--- src/rtl/core/pps_pkg.sv ---
// pps_pkg: shared constants, codes and word types of the polygon plane split unit.
// Used by every module under rtl/core; depends on nothing.
package pps_pkg;

  localparam int MAX_VERTS  = 16;
  localparam int IDX_W      = $clog2(MAX_VERTS);
  localparam int CNT_W      = $clog2(MAX_VERTS + 1);
  localparam int COORD_W    = 24;
  localparam int NORM_W     = 18;
  localparam int EPS_W      = 8;
  localparam int DIST_W     = 32;
  localparam int PROD_W     = COORD_W + NORM_W;
  localparam int SUM_W      = PROD_W + 2;
  localparam int FRAC_SH    = 16;
  localparam int DIFF_W     = COORD_W + 1;
  localparam int BIT_W      = $clog2(DIFF_W);
  localparam int QUO_W      = DIFF_W + 1;
  localparam int REM_W      = DIST_W + 2;
  localparam int RES_W      = QUO_W + 1;
  localparam int CFG_IDX_W  = 3;
  localparam int CFG_DATA_W = 24;
  localparam int QDEPTH     = 4;
  localparam int QPTR_W     = $clog2(QDEPTH);

  localparam logic signed [NORM_W-1:0] UNIT_NORMAL = NORM_W'(65536);
  localparam logic signed [SUM_W-1:0]  ROUND_HALF  = SUM_W'(32768);
  localparam logic signed [COORD_W-1:0] COORD_MAX  = {1'b0, {(COORD_W-1){1'b1}}};
  localparam logic signed [COORD_W-1:0] COORD_MIN  = {1'b1, {(COORD_W-1){1'b0}}};

  // Configuration register indexes
  localparam logic [CFG_IDX_W-1:0] REG_NORMAL_X   = 3'd0;
  localparam logic [CFG_IDX_W-1:0] REG_NORMAL_Y   = 3'd1;
  localparam logic [CFG_IDX_W-1:0] REG_NORMAL_Z   = 3'd2;
  localparam logic [CFG_IDX_W-1:0] REG_PLANE_DIST = 3'd3;
  localparam logic [CFG_IDX_W-1:0] REG_ON_EPSILON = 3'd4;

  // Polygon class codes on the result word
  localparam logic [1:0] PCLS_SPLIT = 2'd0;
  localparam logic [1:0] PCLS_FRONT = 2'd1;
  localparam logic [1:0] PCLS_BACK  = 2'd2;

  typedef enum logic [1:0] {
    CLS_FRONT = 2'd0,
    CLS_BACK  = 2'd1,
    CLS_ON    = 2'd2
  } vcls_t;

  typedef struct packed {
    logic signed [NORM_W-1:0]  nx;
    logic signed [NORM_W-1:0]  ny;
    logic signed [NORM_W-1:0]  nz;
    logic signed [COORD_W-1:0] pd;
    logic [EPS_W-1:0]          eps;
  } cfg_t;

  typedef struct packed {
    logic signed [COORD_W-1:0] vert_x;
    logic signed [COORD_W-1:0] vert_y;
    logic signed [COORD_W-1:0] vert_z;
    logic                      last_vertex;
  } in_word_t;

  typedef struct packed {
    logic signed [COORD_W-1:0] out_x;
    logic signed [COORD_W-1:0] out_y;
    logic signed [COORD_W-1:0] out_z;
    logic                      out_side;
    logic                      split_point;
    logic [1:0]                polygon_class;
    logic                      overflow;
    logic                      run_end;
  } out_word_t;

  // Classified vertex passed from front to back
  typedef struct packed {
    logic signed [COORD_W-1:0] x;
    logic signed [COORD_W-1:0] y;
    logic signed [COORD_W-1:0] z;
    logic signed [DIST_W-1:0]  d;
    vcls_t                     cls;
    logic                      keep;
    logic                      last;
    logic                      drop;
  } vrec_t;

endpackage

--- src/rtl/core/pps_queue.sv ---
// pps_queue: short record queue between the front and back parts.
// Depends on pps_pkg for the record type and depth.
module pps_queue (
  input  logic            clk,
  input  logic            rst_n,
  input  logic            push,
  input  pps_pkg::vrec_t  push_data,
  output logic            full,
  input  logic            pop,
  output logic            empty,
  output pps_pkg::vrec_t  pop_data
);

  pps_pkg::vrec_t              slot_r [pps_pkg::QDEPTH];
  logic [pps_pkg::QPTR_W-1:0]  wr_r, rd_r;
  logic [pps_pkg::QPTR_W:0]    cnt_r;
  logic                        do_push, do_pop;

  assign full     = (cnt_r == (pps_pkg::QPTR_W+1)'(pps_pkg::QDEPTH));
  assign empty    = (cnt_r == '0);
  assign do_push  = push && !full;
  assign do_pop   = pop && !empty;
  assign pop_data = slot_r[rd_r];

  // Store entries
  always_ff @(posedge clk) begin
    if (do_push) begin
      slot_r[wr_r] <= push_data;
    end
  end

  // Advance pointers and fill count
  always_ff @(posedge clk) begin
    if (!rst_n) begin
      wr_r  <= '0;
      rd_r  <= '0;
      cnt_r <= '0;
    end else begin
      if (do_push) begin
        wr_r <= wr_r + 1'b1;
      end
      if (do_pop) begin
        rd_r <= rd_r + 1'b1;
      end
      if (do_push && !do_pop) begin
        cnt_r <= cnt_r + 1'b1;
      end else if (do_pop && !do_push) begin
        cnt_r <= cnt_r - 1'b1;
      end
    end
  end

endmodule

--- config.mk ---
export PLATFORM = sky130hd
export DESIGN_NAME = pps_queue
export DESIGN_NICKNAME = d
export VERILOG_FILES = /design/src/rtl/core/pps_pkg.sv /design/src/rtl/core/pps_queue.sv
export SDC_FILE = /design/constraint.sdc
export NUM_CORES = 1
export LEC_CHECK = 0
export BUFFER_PORTS_ARGS = -buffer_cell sky130_fd_sc_hd__buf_2
export CORE_MARGIN = 3
export CORE_UTILIZATION = 25
export DETAILED_ROUTE_END_ITERATION = 16
export HOLD_SLACK_MARGIN = 0.02
export PLACE_DENSITY = 0.42
export SLEW_MARGIN = 20
export SYNTH_ARGS = -nofsm -noshare
export SYNTH_HDL_FRONTEND = slang
export SYNTH_SLANG_ARGS = --single-unit
--- constraint.sdc ---
create_clock -name clk -period 5 [get_ports clk]
set_clock_uncertainty 0.05 [all_clocks]
set_input_delay 0.25 -clock clk [delete_from_list [all_inputs] [get_ports clk]]
set_output_delay 0.25 -clock clk [all_outputs]
set_load 0.01 [all_outputs]
==> impl_metrics.toml <==
[routing]
ant_nets = 0
vias = 7719
drcViolationCount = 0
wirelength_um = 36300
routedWlPerCell_um = 19.4
dr.first_iter.drc_count = 379
vias_per_cell = 4.13
drtPass1Iterations = 4

[layout]
layout.nets = 1106
finalInstanceArea_um2 = 21100
drive_above_1_share_pct = 40.7
instances_no_fill = 1871
syn_to_final_growth_pct = 30.4

[yosys]
synth-seq-cells = 445
synth.yosys.seq_area_share_pct = 82.2
netlist_area_um2 = 16200
synth_fp_nets = 736
synth.avg_cell_area_um2 = 26.2
syn-instance-count = 617
synth_edf_count = 436
synth_cell_types = 23
synth_ff_type = "edfxtp_1"
yosys_warnings = 0
synthArstFlopShare_pct = 0

[global_route]
grt_start_max_net_pins = 110
grt_first_pass_wirelength_um = 54300
grt_pass1_vias = 8636
grt_overflow = 0
grt_usage_pct = 10.8
antenna_found_initial = 2

[sta]
period_share_pct = 57.6
drv_slew = 0
slew_headroom_pct = 35.4
finalCriticalPeriod_ns = 2.88
fin_ws_ns = 2.12
setup_tns_ns = 0
finalHoldViolCount = 0
worst_pin_slew_ns = 0.969
timing.fmax_mhz = 347
rsz0062_at_grt = "no"
finalSetupViolCount = 0

[floorplan]
fp.coreArea_um2 = 63500
ios = 224
dieArea_um2 = 67700
initial_core_util_pct = 25.4
die_width_um = 260
num_rows = 92
die_h_um = 260

[critical_path]
worst_setup_path_end_kind = "primary output"
cp.arrival_ns = 2.58
cp_max_fo = 56
critPathKind = "register to primary output"
critPathRequiredTime_ns = 4.70
startpoint_type = "register"

[power_and_ir_drop]
leakage_nw = 6.96
power.density_nw_per_um2 = 501
vdd.ir_drop.worst_mv = 0.249
p_total_mw = 10.6

[cts]
cts_buffer_depth = 3
post_cts_buffers = 0
cts_tree = "built"
clock_sinks = 445
cts-root-buf = "clkbuf_16"
clk_latency_ns = 0.57
htreeDepth = 2
numCtsBuffers = 51
clk_pin_slew_ns = 0.05

[hold_path]
min_path_type = "input pin to register"

[job]
max_cap_violations = 0

[placed_design]
io_buffers = 223
place_congestion = 0.667
placed_cell_area_um2 = 18400
dp_cells = 1670
post-place-ws_ns = 2.33
place_hpwl_um = 20800

[status]
status = "complete, no violations"
-- critical path, stage by stage, from the launching register on --
cell	delay (ns)
dfxtp_4	0.95
buf_12	0.42
mux4_2	0.42
buf_2	0.17
-- registers in the layout, summed over array words and instances, names as in the netlist, named ones only --
register	cells
slot_r	436
wr_r	2
cnt_r	3
rd_r	2
-- per-stage QoR --
stage,utilization [%],hold slack (ns)
floorplan,-,0.299
global placement,28.9,0.417
detailed placement,28.9,0.419
CTS,33.1,0.0586
global route,33.1,0.108
finish,33.1,0.120
-- synth_stat cells, types with 2 or more instances --
cell,instances,area (um^2)
edfxtp_1,436,13100
mux4_2,109,2450
buf_2,12,60.1
clkbuf_1,11,41.3
dfxtp_1,9,180
and2_1,8,50.1
ha_1,5,62.6
nand2_1,4,15.0
inv_1,3,11.3
mux2i_1,3,30.0
xnor2_1,3,26.3
buf_6,2,22.5
nor2b_1,2,12.5
-- final timing paths --
path | startpoint | endpoint | slack (ns) | cells after the start
setup reg to reg | cnt_r[0] | slot_r[3][11] | 2.37 | 4
hold / removal | pop | register | 0.12 | 4
setup / recovery | register | pop_data[4] | 2.12 | 3
hold reg to reg | wr_r[0] | wr_r[0] | 0.45 | 2
-- final cells by class --
type,instances,area (um^2)
fillers,6068,42500
flip-flops and latches,445,13300
multi-input cells,143,2740
repair buffers,343,2380
clock buffers,68,1400
well taps,846,1060
clock inverters,21,183
inverters,3,11.3
diodes,2,5.00
-- report_power, final --
| part | leakage (nW) | switching (mW) | internal [mW] |
|---|---|---|---|
| clock network | 0.770 | 1.41 | 2.11 |
| logic | 2.12 | 1.21 | 1.13 |
| registers | 4.07 | 0.171 | 4.53 |
-- layout by cell type, fill, tap and decap left out, types with 2 or more instances in the layout --
cell type / Yosys / layout
ha_1: 5 / 5
nor2b_1: 2 / 2
and2_4: 0 / 4
clkinv_1: 0 / 8
clkbuf_8: 0 / 2
bufinv_16: 0 / 3
edfxtp_1: 436 / 436
dlygate4sd3_1: 0 / 110
dfxtp_4: 0 / 2
and2_1: 8 / 4
diode_2: 0 / 2
mux2i_1: 3 / 3
clkinvlp_4: 0 / 2
clkinv_2: 0 / 6
clkbuf_1: 11 / 13
xnor2_1: 3 / 3
dfxtp_1: 9 / 7
mux4_2: 109 / 109
buf_12: 0 / 7
buf_4: 0 / 3
clkbuf_16: 0 / 53
inv_1: 3 / 3
nand2_1: 4 / 4
buf_2: 12 / 223
-- metal layers --
| metal | global-route usage [%] | share of wire, % | wire length, um |
|---|---|---|---|
| met5 | 0 | 0 | 0 |
| met1 | 14.2 | 45 | 16200 |
| met2 | 17.3 | 47 | 17200 |
| met4 | 2.99 | 2.1 | 748 |
| met3 | 3.19 | 5.7 | 2080 |
-- logic make-up after synthesis --
kind of cell    synth area share, %
flops                          82.2
mux                            15.4
buf+inv                       0.930
simple gates                  0.597
fa+ha+maj                     0.511
compound gates                0.178
xor+xnor                      0.217
-- repair_timing --
| item | 4_1_cts | 5_1_grt |
|---|---|---|
| resized for setup | 0 | 0 |
| hold buffers | 110 | 0 |
| hold endpoints to repair | 445 | 0 |
(Power assumes the default switching activity.)
