--- src/rtl/core/pps_pkg.sv ---
// pps_pkg: shared constants, codes and word types of the polygon plane split unit.
// Used by every module under rtl/core; depends on nothing.
package pps_pkg;

  localparam int MAX_VERTS  = 16;
  localparam int IDX_W      = $clog2(MAX_VERTS);
  localparam int CNT_W      = $clog2(MAX_VERTS + 1);
  localparam int COORD_W    = 24;
  localparam int NORM_W     = 18;
  localparam int EPS_W      = 8;
  localparam int DIST_W     = 32;
  localparam int PROD_W     = COORD_W + NORM_W;
  localparam int SUM_W      = PROD_W + 2;
  localparam int FRAC_SH    = 16;
  localparam int DIFF_W     = COORD_W + 1;
  localparam int BIT_W      = $clog2(DIFF_W);
  localparam int QUO_W      = DIFF_W + 1;
  localparam int REM_W      = DIST_W + 2;
  localparam int RES_W      = QUO_W + 1;
  localparam int CFG_IDX_W  = 3;
  localparam int CFG_DATA_W = 24;
  localparam int QDEPTH     = 4;
  localparam int QPTR_W     = $clog2(QDEPTH);

  localparam logic signed [NORM_W-1:0] UNIT_NORMAL = NORM_W'(65536);
  localparam logic signed [SUM_W-1:0]  ROUND_HALF  = SUM_W'(32768);
  localparam logic signed [COORD_W-1:0] COORD_MAX  = {1'b0, {(COORD_W-1){1'b1}}};
  localparam logic signed [COORD_W-1:0] COORD_MIN  = {1'b1, {(COORD_W-1){1'b0}}};

  // Configuration register indexes
  localparam logic [CFG_IDX_W-1:0] REG_NORMAL_X   = 3'd0;
  localparam logic [CFG_IDX_W-1:0] REG_NORMAL_Y   = 3'd1;
  localparam logic [CFG_IDX_W-1:0] REG_NORMAL_Z   = 3'd2;
  localparam logic [CFG_IDX_W-1:0] REG_PLANE_DIST = 3'd3;
  localparam logic [CFG_IDX_W-1:0] REG_ON_EPSILON = 3'd4;

  // Polygon class codes on the result word
  localparam logic [1:0] PCLS_SPLIT = 2'd0;
  localparam logic [1:0] PCLS_FRONT = 2'd1;
  localparam logic [1:0] PCLS_BACK  = 2'd2;

  typedef enum logic [1:0] {
    CLS_FRONT = 2'd0,
    CLS_BACK  = 2'd1,
    CLS_ON    = 2'd2
  } vcls_t;

  typedef struct packed {
    logic signed [NORM_W-1:0]  nx;
    logic signed [NORM_W-1:0]  ny;
    logic signed [NORM_W-1:0]  nz;
    logic signed [COORD_W-1:0] pd;
    logic [EPS_W-1:0]          eps;
  } cfg_t;

  typedef struct packed {
    logic signed [COORD_W-1:0] vert_x;
    logic signed [COORD_W-1:0] vert_y;
    logic signed [COORD_W-1:0] vert_z;
    logic                      last_vertex;
  } in_word_t;

  typedef struct packed {
    logic signed [COORD_W-1:0] out_x;
    logic signed [COORD_W-1:0] out_y;
    logic signed [COORD_W-1:0] out_z;
    logic                      out_side;
    logic                      split_point;
    logic [1:0]                polygon_class;
    logic                      overflow;
    logic                      run_end;
  } out_word_t;

  // Classified vertex passed from front to back
  typedef struct packed {
    logic signed [COORD_W-1:0] x;
    logic signed [COORD_W-1:0] y;
    logic signed [COORD_W-1:0] z;
    logic signed [DIST_W-1:0]  d;
    vcls_t                     cls;
    logic                      keep;
    logic                      last;
    logic                      drop;
  } vrec_t;

endpackage

--- src/rtl/core/pps_front.sv ---
// pps_front: accepts vertex words, computes the plane distance and class.
// Depends on pps_pkg; feeds classified records into pps_queue.
module pps_front (
  input  logic                clk,
  input  logic                rst_n,
  input  pps_pkg::cfg_t       cfg,
  input  logic                in_push,
  output logic                in_full,
  input  pps_pkg::in_word_t   in_data,
  output logic                q_push,
  input  logic                q_full,
  output pps_pkg::vrec_t      q_data
);

  typedef enum logic [1:0] {F_IDLE, F_MUL, F_SUM, F_PUSH} fst_t;

  fst_t                                state_r;
  logic [pps_pkg::CNT_W-1:0]           cnt_r;
  logic                                drop_r;
  logic                                keep_r;
  logic                                last_r;
  logic signed [pps_pkg::COORD_W-1:0]  x_r, y_r, z_r;
  logic signed [pps_pkg::PROD_W-1:0]   px_r, py_r, pz_r;
  logic signed [pps_pkg::DIST_W-1:0]   d_r;
  logic signed [pps_pkg::SUM_W-1:0]    sum_c;
  logic signed [pps_pkg::DIST_W-1:0]   eps_c;
  pps_pkg::vcls_t                      cls_c;
  logic                                full_c;

  assign in_full = (state_r != F_IDLE);
  assign full_c  = (cnt_r == pps_pkg::CNT_W'(pps_pkg::MAX_VERTS));

  // Round the dot product to a signed 28-bit integer (Q28.0)
  assign sum_c = pps_pkg::SUM_W'(px_r) + pps_pkg::SUM_W'(py_r) + pps_pkg::SUM_W'(pz_r)
               + pps_pkg::ROUND_HALF;

  // Class against the on-plane band
  assign eps_c = $signed({{(pps_pkg::DIST_W-pps_pkg::EPS_W){1'b0}}, cfg.eps});
  always_comb begin
    if (d_r > eps_c) begin
      cls_c = pps_pkg::CLS_FRONT;
    end else if (d_r < -eps_c) begin
      cls_c = pps_pkg::CLS_BACK;
    end else begin
      cls_c = pps_pkg::CLS_ON;
    end
  end

  assign q_push = (state_r == F_PUSH) && !q_full;
  always_comb begin
    q_data      = '0;
    q_data.x    = x_r;
    q_data.y    = y_r;
    q_data.z    = z_r;
    q_data.d    = d_r;
    q_data.cls  = cls_c;
    q_data.keep = keep_r;
    q_data.last = last_r;
    q_data.drop = drop_r;
  end

  // Sequence one vertex: capture, multiply, sum, push; past the buffer depth, drop it
  always_ff @(posedge clk) begin
    if (!rst_n) begin
      state_r <= F_IDLE;
      cnt_r   <= '0;
      drop_r  <= 1'b0;
      keep_r  <= 1'b0;
      last_r  <= 1'b0;
    end else begin
      case (state_r)
        F_IDLE: begin
          if (in_push) begin
            x_r    <= in_data.vert_x;
            y_r    <= in_data.vert_y;
            z_r    <= in_data.vert_z;
            last_r <= in_data.last_vertex;
            if (full_c) begin
              drop_r <= 1'b1;
              keep_r <= 1'b0;
              if (in_data.last_vertex) begin
                state_r <= F_PUSH;
              end
            end else begin
              keep_r  <= 1'b1;
              state_r <= F_MUL;
            end
          end
        end
        F_MUL: begin
          px_r    <= x_r * cfg.nx;
          py_r    <= y_r * cfg.ny;
          pz_r    <= z_r * cfg.nz;
          state_r <= F_SUM;
        end
        F_SUM: begin
          d_r <= pps_pkg::DIST_W'($signed(sum_c[pps_pkg::SUM_W-1:pps_pkg::FRAC_SH]))
               - pps_pkg::DIST_W'(cfg.pd);
          state_r <= F_PUSH;
        end
        F_PUSH: begin
          if (!q_full) begin
            if (last_r) begin
              cnt_r  <= '0;
              drop_r <= 1'b0;
            end else if (keep_r) begin
              cnt_r <= cnt_r + 1'b1;
            end
            state_r <= F_IDLE;
          end
        end
        default: state_r <= F_IDLE;
      endcase
    end
  end

endmodule

--- config.mk ---
export PLATFORM = sky130hd
export DESIGN_NAME = pps_front
export DESIGN_NICKNAME = d
export VERILOG_FILES = /design/src/rtl/core/pps_pkg.sv /design/src/rtl/core/pps_front.sv
export SDC_FILE = /design/constraint.sdc
export NUM_CORES = 2
export LEC_CHECK = 0
export BUFFER_PORTS_ARGS = -buffer_cell sky130_fd_sc_hd__buf_2
export CAP_MARGIN = 20
export CORE_MARGIN = 2
export CORE_UTILIZATION = 31
export CTS_CLUSTER_SIZE = 12
export DETAILED_ROUTE_END_ITERATION = 12
export SYNTH_ARGS = -nofsm -noshare
export SYNTH_HDL_FRONTEND = slang
export SYNTH_SLANG_ARGS = --single-unit
--- constraint.sdc ---
create_clock -name clk -period 7.59 [get_ports clk]
set_clock_uncertainty 0.15 [all_clocks]
set_input_delay 0.3795 -clock clk [delete_from_list [all_inputs] [get_ports clk]]
set_output_delay 0.3795 -clock clk [all_outputs]
set_load 0.03 [all_outputs]
==> results.md <==
* Worst path buffer plus inverter count at 4
* Reported max-cap violation count at 0
* Max Slew Vio Count at 0
* Effective utilization at floorplan at 31.1%
* Dominant combinational cell family by area after synthesis: adder cells
* Tcrit/Tclk final at 95.3%
* Final Routed Wirelength at 160000 um
* Worst Reg2Reg Path Length in Cells at 23
* Detailed-router iteration count before antenna repair at 7
* Share of final-layout standard cells stronger than drive strength 1 at 7.71%
* Detailed router's first-iteration violation count at 2179
* Number of remaining DRC errors at 0
* Commonest cells after routing, fill and taps aside: inv_1, fa_1, nand2_1, ha_1, and2_1
* Terminus of the critical flop-to-flop path: pz_r[36]
* Most common library cell in the layout ignoring fill and taps: inv_1
* Time the final worst path needs with I/O delays and setup at 7.23 ns
* Placed wire-length estimate at 135000 um
* Worst slew margin relative to its limit at 29.8%
* Maximum fanout along the worst path at 15
* Post-Syn Instances at 6053
* Number of enable flip-flop cells after synthesis at 227
* Compound-cell area share of the yosys netlist at 5.35%
* Cell family with the largest share of critical-path delay: adder cells
* Global-route wire length before repair at 257000 um
* Status: finished, final reports clean
* Final routed wire length divided by cell count at 18.1 um
* Buffer levels on the longest clock path at 3
* Number of setup violations in the final report at 0
* Pin count of the biggest net entering global routing at 70
* Post-synthesis instance area at 58300 um^2
* CP endpoint kind: flop
* Total number of vias at 40900
* Async S/R FF share, synth at 0%
* Initial antenna violation count at 19
* Fin nets at 8280
* Part of the Yosys area used for sequential elements at 12.0%
* Critical Path Start Type: flop
* Data arrival time of the worst path at 7.45 ns
* Dominant synthesized flop cell: edfxtp_1
* Via-per-instance ratio at 4.61
* Accumulated negative setup slack at 0 ns
* Reg-to-Reg Start: z_r[4]
* Hold path cells at 3
* Layout Area Growth over Synthesis at 11.3%
* Synthesized Nets at 8005
* Root Driver: clkbuf_16
* Floorplan die area at 191000 um^2
* Core region area at 187000 um^2
* Mux contribution to synthesized area at 0.0172%
* Start point of the worst min-delay path: rst_n
* Mean post-synth cell area at 9.63 um^2
* Worst-case hold path end point: drop_r
* Post-Synth Simple-Gate Area at 13.2%
* Setup repair after global routing missed its margin: false
* Critical Setup Path Class: reg2reg
* Count of synthesis-stage warnings from yosys at 0
* Max Clk Rate at 138 MHz
* Worst-path cell chain: and2_1, fa_1, inv_1, fa_1, fa_1, fa_1, inv_1, fa_1, inv_1, fa_1, inv_1, ha_1, a21oi_2, o21ai_0, a211oi_1, o21ai_0, a21o_1, o21a_1, a41oi_1, nand2b_1, a211oi_1, nor2_1, xor2_1
* Number of clock sinks at 237
* Clk slew on worst S/H paths at 0.05 ns
* Transition time at the pin with the least slew margin at 1.05 ns
* Number of rows created at floorplan at 159
* Combined global-route utilization of all metal layers at 17.3%
* Final number of hold-violating endpoints at 0
* Number of global-route vias before repair at 45400
* Synthesized-area fraction occupied by xor and xnor cells at 2.73%
* Max stage delay on crit path at 0.75 ns
* Maximum level of the CTS H-tree at 2
* Height of the die at 438 um
* Total of buffers placed on input and output ports at 273
* Global-route congestion overflow total at 0
* Netlist cell types at 73
* R2R Setup Slk at 0.36 ns
* Last weighted congestion value of the routability-driven placer at 0.897
* Fill cells at 19000
* Synthesized flop and latch total at 237
* Clock insertion delay at the later pin of the skew report at 0.65 ns
* Adder and majority cell fraction of the synthesized area at 55.4%
* Die X at 438 um
* Num CTS Buffers at 38
* Number of I/O pins at 274
* Required time worst endpoint at 7.81 ns
* Hold Crit Class: in2reg
* Antenna-violating nets left at 0
* Top cell by count, worst path: fa_1
* Crit path max-delay cell type: edfxtp_1
* TritonCTS clock tree: built
## layer usage
metal	vias to the layer above	wire length (um)	part of all wire, %	track usage, %
met2	1129	78200	49	29.7
met4	14	8960	5.6	8.37
met1	20900	64900	41	21.4
met5	-	78	0.049	0
li1	18500	-	-	-
met3	262	7880	4.9	2.32
## cell type report
type,count,area (um^2),area share [%]
clock buffers,43,970,1.49
multi-input cells,4069,44700,68.9
repair buffers,467,3030,4.67
diodes,6,15.0,0.0231
flip-flops and latches,237,7020,10.8
well taps,2495,3120,4.81
clock inverters,27,357,0.550
inverters,1515,5690,8.76
## repair_timing
action,CTS,global route
resized for setup,0,1
hold buffers,77,0
setup buffers,0,13
setup endpoints to repair,0,5
hold endpoints to repair,77,0
## Yosys cell counts (36+ instances only)
| cell | n | area, um^2 |
|---|---|---|
| inv_1 | 1513 | 5680 |
| fa_1 | 1317 | 26400 |
| nand2_1 | 846 | 3180 |
| ha_1 | 472 | 5910 |
| and2_1 | 453 | 2830 |
| edfxtp_1 | 227 | 6820 |
| clkbuf_1 | 226 | 848 |
| nor2_1 | 145 | 544 |
| a21oi_1 | 137 | 686 |
| xnor2_1 | 131 | 1150 |
| a21o_1 | 91 | 683 |
| o21ai_0 | 63 | 315 |
| xor2_1 | 51 | 447 |
| nand3_1 | 36 | 180 |
## per-stage QoR
step / utilization [%] / instances / hold WS [ns] / setup WS [ns] / cell area [um^2]
floorplan: - / 6053 / 0.317 / 0.581 / 58300
global placement: 33.5 / 8693 / 0.339 / 0.330 / 62700
detailed placement: 33.5 / 8693 / 0.349 / 0.327 / 62700
CTS: 34.6 / 8840 / 0.0330 / 0.310 / 64800
global route: 34.7 / 8857 / 0.0944 / 0.00141 / 64900
finish: 34.7 / 8859 / 0.0802 / 0.358 / 64900
## tightest hold or removal path, delay by kind of cell
kind / cells / cell delay [ns]
buffers and inverters: 2 / 0.30
AND/OR/NAND/NOR: 1 / 0.14
## flip-flops by register name (all words and copies together), names as in the netlist
signal / cells
keep_r: 1
x_r: 24
drop_r: 1
last_r: 1
d_r: 29
pz_r: 42
y_r: 24
cnt_r: 5
z_r: 24
state_r: 2
py_r: 42
px_r: 42
## logic make-up after synthesis
kind of cell | Yosys count
AOI/OAI and AO/OA | 462
buffers and inverters | 1747
and+or+nand+nor | 1635
muxes | 1
DFF | 237
xor gates and xnor gates | 182
adders and majority gates | 1789
## worst max-delay path by stage
| stage | start | endpoint | slack, ns | cells after the start |
|---|---|---|---|---|
| 4_1_cts | z_r[5] | pz_r[36] | 0.31 | 23 |
| 2_1_floorplan | z_r[13] | pz_r[41] | 0.58 | 26 |
| 6_report | z_r[4] | pz_r[36] | 0.36 | 23 |
| 3_3_place_gp | z_r[6] | pz_r[41] | 0.33 | 25 |
| 3_5_place_dp | cfg[35] | pz_r[36] | 0.33 | 24 |
| 5_1_grt | z_r[8] | pz_r[36] | 0.001 | 23 |
Power is left out: the tool's default activity adds up to more than one toggle a clock period on the data nets, which glitch-free logic cannot reach.
